`src/hw/rtl/rrb_pkg.sv`:
```
// Shared types and constants for the RGB ramp and bounce generator.
`default_nettype none
package rrb_pkg;

    localparam int LEVEL_W   = 8;
    localparam int STEP_W    = 7;
    localparam int MASK_W    = 3;
    localparam int MODE_W    = 3;
    localparam int CHANNELS  = 3;
    localparam int S_DATA_W  = 16;
    localparam int M_DATA_W  = 24;

    localparam logic [LEVEL_W-1:0] LEVEL_MAX = 8'd255;
    localparam logic [LEVEL_W:0]   REFLECT_TOP = 9'd510;

    localparam int MASK_LSB = 0;
    localparam int MODE_LSB = MASK_LSB + MASK_W;
    localparam int STEP_LSB = MODE_LSB + MODE_W;

    typedef logic [LEVEL_W-1:0] level_t;
    typedef logic [STEP_W-1:0]  step_t;

    // mode field, bit0 rising, bit1 wrap, bit2 bounce
    typedef struct packed {
        logic bounce;
        logic wrap;
        logic rising;
    } mode_t;

endpackage
`default_nettype wire

```
`src/hw/rtl/rrb_channel.sv`:
```
// Per-channel wrap and bounce move for one tick.
`default_nettype none
module rrb_channel (
    input  wire logic           en,
    input  wire rrb_pkg::mode_t mode,
    input  wire rrb_pkg::step_t step_size,
    input  wire rrb_pkg::level_t level_in,
    input  wire logic           dir_in,
    output rrb_pkg::level_t     level_next,
    output logic                dir_next
);
    import rrb_pkg::*;

    level_t           wrapped;
    logic [LEVEL_W:0] up_sum;
    logic [LEVEL_W:0] down_diff;
    level_t           bounced;
    logic             bounce_dir;

    always_comb begin
        wrapped = level_in;
        if (mode.wrap) begin
            if (mode.rising) begin
                wrapped = level_in + LEVEL_W'(step_size);
            end else begin
                wrapped = level_in - LEVEL_W'(step_size);
            end
        end

        up_sum    = {1'b0, wrapped} + (LEVEL_W+1)'(step_size);
        down_diff = {1'b0, wrapped} - (LEVEL_W+1)'(step_size);
        bounced    = wrapped;
        bounce_dir = dir_in;
        if (dir_in) begin
            if (up_sum > {1'b0, LEVEL_MAX}) begin
                bounced    = LEVEL_W'(REFLECT_TOP - up_sum);
                bounce_dir = 1'b0;
            end else begin
                bounced = up_sum[LEVEL_W-1:0];
            end
        end else begin
            if (down_diff[LEVEL_W]) begin
                bounced    = LEVEL_W'(step_size) - wrapped;
                bounce_dir = 1'b1;
            end else begin
                bounced = down_diff[LEVEL_W-1:0];
            end
        end

        level_next = level_in;
        dir_next   = dir_in;
        if (en) begin
            level_next = mode.bounce ? bounced : wrapped;
            dir_next   = mode.bounce ? bounce_dir : dir_in;
        end
    end

endmodule
`default_nettype wire

```
`src/hw/rtl/rgb_ramp_bounce_generator_unit.sv`:
```
// Top level of the RGB ramp and bounce generator.
//
//  channel | dir | tdata fields (low bit up)
//  s_      | in  | channel_mask[2:0] mode[5:3] step_size[12:6], zero fill to 16
//  m_      | out | red_out[7:0] green_out[15:8] blue_out[23:16]
//
// One tick per cycle sustained while m_ accepts every word.
// Input register, then combinational channel logic into the colour registers.
// The colour registers are the output register; they only move when it is empty or drains.
// Reset clears levels and directions to zero, all channels falling.
// A stalled m_ side holds the input register and then drops s_tready.
`default_nettype none
module rgb_ramp_bounce_generator_unit (
    input  wire logic                         aclk,
    input  wire logic                         aresetn,
    input  wire logic                         s_tvalid,
    output logic                              s_tready,
    // channel_mask[2:0], mode[5:3], step_size[12:6], zero fill [15:13]
    input  wire logic [rrb_pkg::S_DATA_W-1:0] s_tdata,
    output logic                              m_tvalid,
    input  wire logic                         m_tready,
    // red_out[7:0], green_out[15:8], blue_out[23:16]
    output logic [rrb_pkg::M_DATA_W-1:0]      m_tdata
);
    import rrb_pkg::*;

    logic                in_valid_reg;
    logic [MASK_W-1:0]   mask_reg;
    mode_t               mode_reg;
    step_t               step_reg;
    logic                m_valid_reg;
    level_t              level_reg  [CHANNELS];
    level_t              level_next [CHANNELS];
    logic [CHANNELS-1:0] dir_reg;
    logic [CHANNELS-1:0] dir_next;
    logic                advance;

    assign advance  = !m_valid_reg || m_tready;
    assign s_tready = !in_valid_reg || advance;
    assign m_tvalid = m_valid_reg;
    assign m_tdata  = {level_reg[2], level_reg[1], level_reg[0]};

    for (genvar ch = 0; ch < CHANNELS; ch++) begin : g_ch
        rrb_channel u_channel (
            .en         (mask_reg[ch]),
            .mode       (mode_reg),
            .step_size  (step_reg),
            .level_in   (level_reg[ch]),
            .dir_in     (dir_reg[ch]),
            .level_next (level_next[ch]),
            .dir_next   (dir_next[ch])
        );
    end

    always_ff @(posedge aclk) begin
        if (s_tvalid && s_tready) begin
            mask_reg <= s_tdata[MASK_LSB +: MASK_W];
            mode_reg <= s_tdata[MODE_LSB +: MODE_W];
            step_reg <= s_tdata[STEP_LSB +: STEP_W];
        end
    end

    always_ff @(posedge aclk) begin
        if (!aresetn) begin
            in_valid_reg <= 1'b0;
            m_valid_reg  <= 1'b0;
            dir_reg      <= '0;
            for (int i = 0; i < CHANNELS; i++) begin
                level_reg[i] <= '0;
            end
        end else begin
            if (s_tready) begin
                in_valid_reg <= s_tvalid;
            end
            if (advance) begin
                m_valid_reg <= in_valid_reg;
                if (in_valid_reg) begin
                    dir_reg <= dir_next;
                    for (int i = 0; i < CHANNELS; i++) begin
                        level_reg[i] <= level_next[i];
                    end
                end
            end
        end
    end

endmodule
`default_nettype wire

```
`config.mk`:
```
export PLATFORM = sky130hd
export DESIGN_NAME = rgb_ramp_bounce_generator_unit
export DESIGN_NICKNAME = d
export VERILOG_FILES = /design/src/hw/rtl/rrb_pkg.sv /design/src/hw/rtl/rrb_channel.sv /design/src/hw/rtl/rgb_ramp_bounce_generator_unit.sv
export SDC_FILE = /design/constraint.sdc
export NUM_CORES = 1
export LEC_CHECK = 0
export BUFFER_PORTS_ARGS = -buffer_cell sky130_fd_sc_hd__buf_2
export CAP_MARGIN = 10
export CORE_ASPECT_RATIO = 1.5
export CORE_MARGIN = 1.5
export CORE_UTILIZATION = 25
export CTS_BUF_LIST = sky130_fd_sc_hd__clkbuf_8
export DETAILED_ROUTE_END_ITERATION = 8
export HOLD_SLACK_MARGIN = 0.1
export SKIP_CTS_REPAIR_TIMING = 1
export SLEW_MARGIN = 20
export SYNTH_ARGS = -nofsm -noshare
export SYNTH_HDL_FRONTEND = slang
export SYNTH_SLANG_ARGS = --single-unit
```
`constraint.sdc`:
```
create_clock -name aclk -period 7.95 [get_ports aclk]
set_input_delay 1.1925 -clock aclk [delete_from_list [all_inputs] [get_ports aclk]]
set_output_delay 1.1925 -clock aclk [all_outputs]
set_load 0.02 [all_outputs]
```
==> summary.txt <==
Synthesis
  • Number of flops mapped to enable cells by yosys: 37
  • Cell taking the most area after synthesis: ha_1
  • Most frequent cell after synthesis: ha_1
  • Ys Warns: 0
  • Mapped Area: 0.00667 mm²
  • Seq/Total Area, Yosys: 0.182
  • Top-area cell type share of the netlist area: 0.176
  • Synth cell count leaders: ha_1 (94), inv_1 (75), a21oi_1 (68)
  • Largest cells by area after synthesis: ha_1 (18%), edfxtp_1 (17%), a21oi_1 (5.1%), xnor2_1 (4.7%), inv_1 (4.2%)
  • Async S/R FF share, synth: 0
  • Synth Instances: between 800 and 900
  • Netlist cell types: 76
  • Yosys reg bits: 42
  • Avg Cell Area, Syn: approximately 8.3 µm²
  • Mapped Nets: slightly above 900
  • Top_reg_cell synth: edfxtp_1

Placement
  • Final HPWL DP: ~17000 µm
  • Port Buffers: 42
  • Routability cong.: ~0.86

STA
  • Final max-slew violation count: 0
  • Setup TNS: 0 ps
  • Worst Skew: 17.8 ps
  • Post-layout min period: around 6500 ps
  • Final hold viol count: 0
  • Setup violators final: 0
  • Fmax achieved: ~150 MHz
  • RSZ-0062 raised after global routing: no
  • Slew @ Worst Pin: 777 ps
  • Relative slew slack: 0.478
  • Tcrit/Tclk final: 0.815

Die
  • Die area: 0.0277 mm²
  • Total I/O pin count: 46
  • CORE AREA: ~0.026 mm²
  • Die height: between 200 and 250 µm
  • Die width: between 100 and 150 µm
  • Initial core utilization: 0.253
  • # rows: between 70 and 80

GRT
  • Initial antenna violation count: 0
  • First-pass GRT wire length: ~33000 µm
  • Grt ovf: 0
  • Largest net degree at the start of global routing: 35
  • Vias in the first global route: approximately 6300
  • Overall Global Routing Usage: 0.154

Run
  • Max cap viols: 0

Route
  • Drt wl/cell: 17.8 µm
  • Initial DRC count: about 460
  • Number of vias per cell: ~5.2
  • Routed via count: around 6000
  • Drt total wl: 20900 µm
  • DRC Markers: 0
  • Antenna Nets Post-Route: 0
  • Pre-Repair DR Iteration Count: 5

Cells and area
  • Layout cells sized above 1: 0.122
  • Max reg flops: 24
  • Diodes inserted: 0
  • Syn-to-layout area delta: 10.2%
  • Fin nets: between 900 and 1000

Setup path
  • Worst setup SP type: flip-flop
  • Critical path startpoint: step_reg[2]
  • Kind of critical path: reg -> reg
  • Reg-to-Reg Start: step_reg[2]
  • Critical Path RT: between 8000 and 9000 ps
  • WP data arrival: 6590 ps
  • R2R Setup Slk: 1470 ps
  • Worst Path Max Fanout: 13
  • Endpoint type of the worst setup path: flip-flop

Worst hold path
  • Hold Path Class: reg -> reg
  • Hold path start: in_valid_reg

Clocking
  • Clock root buffer: clkbuf_8
  • Htree depth: 2
  • Clk_lat worst skew: around 330 ps
  • Clk slew on worst S/H paths: roughly 110 ps
  • Num CTS Buffers: 5
  • Clock sinks: 42
  • CTS tree: built
  • Clock Path Buffers: 2

Power and ir drop
  • Pleak: between 3 and 4 nW
  • Peak supply drop: between 0.00006 and 0.00007 V
  • PwrDens: roughly 200 mW/mm²
  • Total power: around 0.0015 W

Outcome
  • Status: completed
==> through the flow <==
step           cell area (µm²)  std cells  setup WS, ps  hold WS (ps)  utilization
2_1_floorplan             6670        801          2250           478            -
3_5_place_dp              7260       1163          1600           508        0.275
3_3_place_gp              7260       1163          1620           498        0.275
6_report                  7350       1171          1470           518        0.278
4_1_cts                   7350       1171          1530           518        0.278
5_1_grt                   7350       1171          1060           564        0.278
==> worst max-delay path, cell delays in order, from the launching register on <==
cell and delay, ps:
edfxtp_1 640, nor3_1 480, nor2_1 100, xnor2_1 630, ha_1 380, o21ai_0 120
o21bai_1 90, a21oi_1 190, xor2_1 160, nor2_1 50, a21oi_1 230, inv_1 100
ha_1 530, inv_1 110, a221oi_1 350, o211ai_1 230, and2b_1 270, nand2_2 70
o311a_1 420, or2_2 390, nand2b_1 180, xnor2_1 130, a211oi_1 390
==> cells in the final DEF, fill, tap and decap left out, types with 4 or more instances in the layout <==
cell type,count
a41oi_1,4
nor4b_1,4
buf_2,42
o21a_1,6
nor2b_1,7
a21oi_1,68
ha_1,94
nor4_1,4
nand3_1,12
and3_1,7
o211ai_1,6
a221oi_1,4
xor2_1,16
nor3_1,17
a311oi_1,5
o21ai_0,31
o32ai_1,4
dfxtp_1,5
mux2_2,18
or2_2,8
nor2_1,62
and2_1,6
edfxtp_1,37
inv_1,75
mux2i_1,26
or3_1,7
a211oi_1,18
o22ai_1,7
clkbuf_8,5
a211o_1,5
o21bai_1,17
a21o_1,14
a31oi_1,11
nand2_1,50
nand4_1,4
nand2b_1,11
buf_4,10
xnor2_1,36
fa_1,12
==> final timing paths <==
kind	cells past startpoint	end
setup / recovery	22	level_reg[0][11]
hold reg to reg	2	m_tvalid
hold / removal	2	m_tvalid
setup reg to reg	22	level_reg[0][11]
==> layout make-up <==
cell class / count / area (µm²)
fillers: 2788 / 19000
multi-input cells: 656 / 5060
flip-flops and latches: 42 / 1210
well taps: 337 / 422
repair buffers: 52 / 285
inverters: 76 / 285
clock buffers: 5 / 68.8
clock inverters: 3 / 21.3
==> where the power goes <==
part / internal (W) / leakage (nW) / switching [W]
Combinational: 0.000418 / 2.74 / 0.000587
Clock: 0.0000621 / 0.0441 / 0.0000995
Sequential: 0.000259 / 0.419 / 0.0000253
==> kinds of logic after synthesis <==
family	Yosys count	share of synthesized area
compound gates	234	0.239
xor+xnor	52	0.0683
fa+ha+maj	106	0.212
buf+inv	103	0.0613
flops	42	0.182
mux	44	0.0694
simple gates	220	0.168
==> metal layers <==
layer,vias to the layer above,global-route usage,part of all wire
met1,2905,0.165,0.39
li1,2971,-,-
met2,169,0.283,0.51
met5,-,0,0
met3,62,0.0167,0.034
met4,0,0.0961,0.062
No activity file was read; power rests on OpenSTA's default activity.
